### config.mk
export PLATFORM = sky130hd
export DESIGN_NAME = slc_front
export DESIGN_NICKNAME = d
export VERILOG_FILES = /design/src/rtl/slc_pkg.sv /design/src/rtl/slc_front.sv
export SDC_FILE = /design/constraint.sdc
export NUM_CORES = 1
export LEC_CHECK = 0
export ABC_AREA = 1
export BUFFER_PORTS_ARGS = -buffer_cell sky130_fd_sc_hd__buf_2
export CAP_MARGIN = 15
export CORE_UTILIZATION = 50
export DETAILED_ROUTE_END_ITERATION = 10
export PLACE_DENSITY = 0.82
export SKIP_CTS_REPAIR_TIMING = 1
export SLEW_MARGIN = 10
export SYNTH_ARGS = -nofsm -noshare
export SYNTH_HDL_FRONTEND = slang
export SYNTH_SLANG_ARGS = --single-unit
### constraint.sdc
create_clock -name clk -period 6.87 [get_ports clk]
set_clock_uncertainty 0.1 [all_clocks]
set_input_delay 0.3435 -clock clk [delete_from_list [all_inputs] [get_ports clk]]
set_output_delay 0.3435 -clock clk [all_outputs]
set_load 0.02 [all_outputs]
### src/rtl/slc_pkg.sv
// shared types, codes and defaults of the sprite layer compositor
`default_nettype none
package slc_pkg;

  // default sizes
  localparam int MAX_LAYERS_DEF    = 8;
  localparam int STICKER_MAX_W_DEF = 64;
  localparam int STICKER_MAX_H_DEF = 64;

  // command codes
  localparam logic [2:0] CMD_ADD    = 3'd0;
  localparam logic [2:0] CMD_WRITE  = 3'd1;
  localparam logic [2:0] CMD_MOVE   = 3'd2;
  localparam logic [2:0] CMD_REMOVE = 3'd3;
  localparam logic [2:0] CMD_RENDER = 3'd4;
  localparam logic [2:0] CMD_SIZE   = 3'd5;

  // status codes
  localparam logic [1:0] ST_OK     = 2'd0;
  localparam logic [1:0] ST_NOFREE = 2'd1;
  localparam logic [1:0] ST_BAD    = 2'd2;

  // register indexes
  localparam logic [1:0] REG_LAYERS = 2'd0;
  localparam logic [1:0] REG_BASE_W = 2'd1;
  localparam logic [1:0] REG_BASE_H = 2'd2;
  localparam logic [1:0] REG_BG     = 2'd3;

  typedef struct packed {
    logic [2:0]  cmd;
    logic [2:0]  slot;
    logic [11:0] pos_x;
    logic [11:0] pos_y;
    logic [6:0]  sticker_width;
    logic [6:0]  sticker_height;
    logic [31:0] pixel_in;
  } in_word_t;

  typedef struct packed {
    logic [1:0]  status;
    logic [2:0]  slot_out;
    logic [31:0] pixel_out;
    logic [13:0] canvas_width;
    logic [13:0] canvas_height;
  } out_word_t;

  // command class decided by the front end
  typedef enum logic [2:0] {
    K_ADD, K_WRITE, K_MOVE, K_REMOVE, K_RENDER, K_SIZE, K_BAD
  } kind_t;

  typedef struct packed {
    kind_t    kind;
    in_word_t item;
  } q_entry_t;

  typedef enum logic [1:0] {S_IDLE, S_RUN, S_WAIT} state_t;

endpackage
`default_nettype wire

### src/rtl/slc_front.sv
// front end: command classification and a two word queue
`default_nettype none
module slc_front (
  input  wire logic              clk,
  input  wire logic              rst,
  input  wire logic              in_valid,
  output logic                   in_stall,
  input  wire slc_pkg::in_word_t in_word,
  output logic                   q_valid,
  output slc_pkg::q_entry_t      q_entry,
  input  wire logic              q_pop
);
  import slc_pkg::*;

  q_entry_t   buf_q [2];
  logic       wr_ptr;
  logic       rd_ptr;
  logic [1:0] count;
  logic       push;
  kind_t      kind;

  // classify the incoming command
  always_comb begin
    unique case (in_word.cmd)
      CMD_ADD:    kind = K_ADD;
      CMD_WRITE:  kind = K_WRITE;
      CMD_MOVE:   kind = K_MOVE;
      CMD_REMOVE: kind = K_REMOVE;
      CMD_RENDER: kind = K_RENDER;
      CMD_SIZE:   kind = K_SIZE;
      default:    kind = K_BAD;
    endcase
  end

  assign in_stall = (count == 2'd2);
  assign push     = in_valid && !in_stall;
  assign q_valid  = (count != 2'd0);
  assign q_entry  = buf_q[rd_ptr];

  // queue storage
  always_ff @(posedge clk) begin
    if (push) begin
      buf_q[wr_ptr] <= '{kind: kind, item: in_word};
    end
  end

  // queue pointers
  always_ff @(posedge clk) begin
    if (rst) begin
      wr_ptr <= 1'b0;
      rd_ptr <= 1'b0;
      count  <= 2'd0;
    end else begin
      if (push) wr_ptr <= !wr_ptr;
      if (q_pop) rd_ptr <= !rd_ptr;
      count <= 2'(count + {1'b0, push} - {1'b0, q_pop});
    end
  end

endmodule
`default_nettype wire

==> metrics.md <==
| Metric | Value |
|---|---|
| Initial DRC Count | between 150 and 200 |
| Nets | 536 |
| Post-synthesis adder-cell area fraction | 0.004180 |
| Final setup TNS | 0 ns |
| GR Util All Layers | 0.1657 |
| Tmin final | approximately 2.6 ns |
| Synth Net Count | around 370 |
| Top Ports | about 160 |
| Die Height | about 110 um |
| Root buffer cell | clkbuf_16 |
| Number of port buffers | 160 |
| H-tree depth | 4 |
| Antenna violations before repair | 0 |
| Fraction of layout cells with a size suffix above 1 | 0.5837 |
| WS Path Type | flop to output port |
| Final ANT Viol Nets | 0 |
| Die X | ~110 um |
| Vias | between 3k and 4k |
| Row cnt | 39 |
| Area grow syn2layout | 25.66% |
| Crit end category | output port |
| Unrepaired setup endpoints after global routing | false |
| Clock latency on the worst-skew pair | around 0.41 ns |
| Core Area | roughly 12,000 sq um |
| Multiplexer share of the synthesized area | 0.1549 |
| Max Buffers Root-to-Sink | 2 |
| CP Launch Type | flop |
| Number of max-cap violations | 0 |
| Synthesized area | ~6000 sq um |
| Status | finished, violations left |
| #FFs+latches synth | 163 |
| Max-slew headroom | 0.2679 |
| DP HPWL | approximately 6.3 mm |
| First-pass GRT wire length | 15.41 mm |
| Worst ir drop on vdd | 246.7 uV |
| Count leader, synth | edfxtp_1 |
| Yosys top cell area share | 0.7925 |
| Final setup violation count | 0 |
| Routability cong. | a little under 0.7 |
| Mapped Avg Cell Area | 21.16 sq um |
| Ys async rst share | 0 |
| Worst-Margin Slew | 1.098 ns |
| Simple-gate share of the synthesized area | 0.009822 |
| FMAX | slightly below 400 MHz |
| Residual DRC count | 22 |
| DR WL/cell | approximately 16 um |
| Post-DR vias/cell | 5.053 |
| Largest net degree at the start of global routing | 80 |
| Pwr dens | ~330 nW/um^2 |
| Failing checks | DRC |
| Post-Syn Instances | 283 |
| Slew Limit Fails | 0 |
| Netlist cell types | 15 |
| Synth area leaders | edfxtp_1, mux2_2, mux2_4, dfxtp_1, inv_1 |
| Synth warn | 0 |
| Largest family of logic cells by synthesized area | multiplexers |
| Total power | 2.482 mW |
| Aggregate global routing overflow | 0 |
| CTS Buf Count | 17 |
| Top cells by count, synth | edfxtp_1, mux2_2, mux2_4 |
| Worst hold path class | input pin to flop |
| Cell taking the most area after synthesis | edfxtp_1 |
| Vias in the first global route | roughly 3.2k |
| Post-synth EDFFs | 158 |
| Post-Synth XOR/XNOR Area | 0.001463 |
| Fin. Hold Viols | 0 |
| Die area | ~12,000 sq um |
| Fin crit share | 0.3743 |
| Critical path fanouts, max | between 70 and 80 |
| CTS clk-pin slew, worst paths | about 0.060 ns |
| Crit path required time | around 6.4 ns |
| Complex-gate fraction of the synthesized area | 0.002926 |
| Routed wire length | 9.860 mm |
| Drt pass-1 iters | 8 |
| Clock Sinks | 163 |
| Initial Utilization | 0.5177 |
| Sequential area share after synthesis | 0.8092 |
| Synth Flop Type | edfxtp_1 |
| Leak | roughly 2.9 nW |
| Antenna cells | 0 |
| CP arrival | around 2.1 ns |
| CTS tree | built |
stage by stage:
step | area, sq um | worst slack [ns] | util | hold WS [ns] | instances
2_1_floorplan | 5987 | 2.423 | - | 0.3147 | 283
3_3_place_gp | 6923 | 4.715 | 0.5986 | 0.3919 | 577
3_5_place_dp | 6923 | 4.622 | 0.5986 | 0.3978 | 577
4_1_cts | 7513 | 4.266 | 0.6497 | -0.005005 | 608
5_1_grt | 7523 | 4.168 | 0.6505 | 0.0003043 | 609
6_report | 7523 | 4.299 | 0.6505 | 0.01976 | 609
cell usage in the layout (no fill, tap or decap), types with 2 or more instances in the layout:
| cell | n |
|---|---|
| clkinv_1 | 2 |
| buf_4 | 2 |
| inv_1 | 8 |
| mux2_2 | 69 |
| ha_1 | 2 |
| buf_2 | 160 |
| nand2_1 | 7 |
| clkinv_4 | 4 |
| edfxtp_1 | 158 |
| a21oi_1 | 2 |
| nand3_1 | 2 |
| bufinv_16 | 3 |
| clkbuf_16 | 17 |
| clkinv_2 | 2 |
| dfxtp_1 | 4 |
| mux2_4 | 10 |
| nor2_1 | 5 |
| clkinvlp_4 | 2 |
report_power, final:
part / total [mW] / internal [mW] / leakage [nW] / switching, mW
Combinational: 0.325 / 0.132 / 1.08 / 0.192
Sequential: 1.23 / 1.19 / 1.51 / 0.0373
Clock: 0.927 / 0.569 / 0.281 / 0.358
registers in the layout (all words and copies together) (netlist names), named ones only:
signal,cells
buf_q,158
count,2
rd_ptr,1
wr_ptr,1
worst max-delay path, stage by stage (launching register included):
cell	delay (ns)
dfxtp_4	1.02
mux2_2	0.44
buf_2	0.16
path summary, 6_finish.rpt:
check	slack (ns)	to	cells past startpoint	startpoint
worst max-delay path	4.30	q_entry[30]	2	flop
worst min-delay path	0.02	buf_q[1][45]	1	in_word[45]
worst max register to register	4.65	buf_q[1][6]	5	count[0]
worst min register to register	0.41	flop	2	rd_ptr
final cells by class:
class | count | area [sq um]
Multi-Input combinational cell | 100 | 1045
Clock buffer | 18 | 429.2
Timing Repair Buffer | 163 | 825.8
Clock inverter | 13 | 161.4
Inverter | 9 | 35.03
Sequential cell | 163 | 4848
Tap cell | 143 | 178.9
Fill cell | 821 | 4041
metal layers:
| layer | wire length, um | vias to the layer above | part of all wire | global-route usage |
|---|---|---|---|---|
| met4 | 131 | 0 | 0.013 | 0.07928 |
| met5 | 0 | - | 0 | 0 |
| met3 | 649 | 10 | 0.066 | 0.05770 |
| met1 | 3865 | 1519 | 0.39 | 0.1797 |
| li1 | - | 1440 | - | - |
| met2 | 5214 | 108 | 0.53 | 0.2904 |
logic make-up after synthesis:
family                   after synthesis
AO/OA/AOI/OAI                          3
XOR/XNOR                               1
adder cells (fa/ha/maj)                2
buffers and inverters                 20
flip-flops                           163
multiplexers                          79
AND/OR/NAND/NOR                       15
Note: power is estimated with default switching activity, not from simulation.
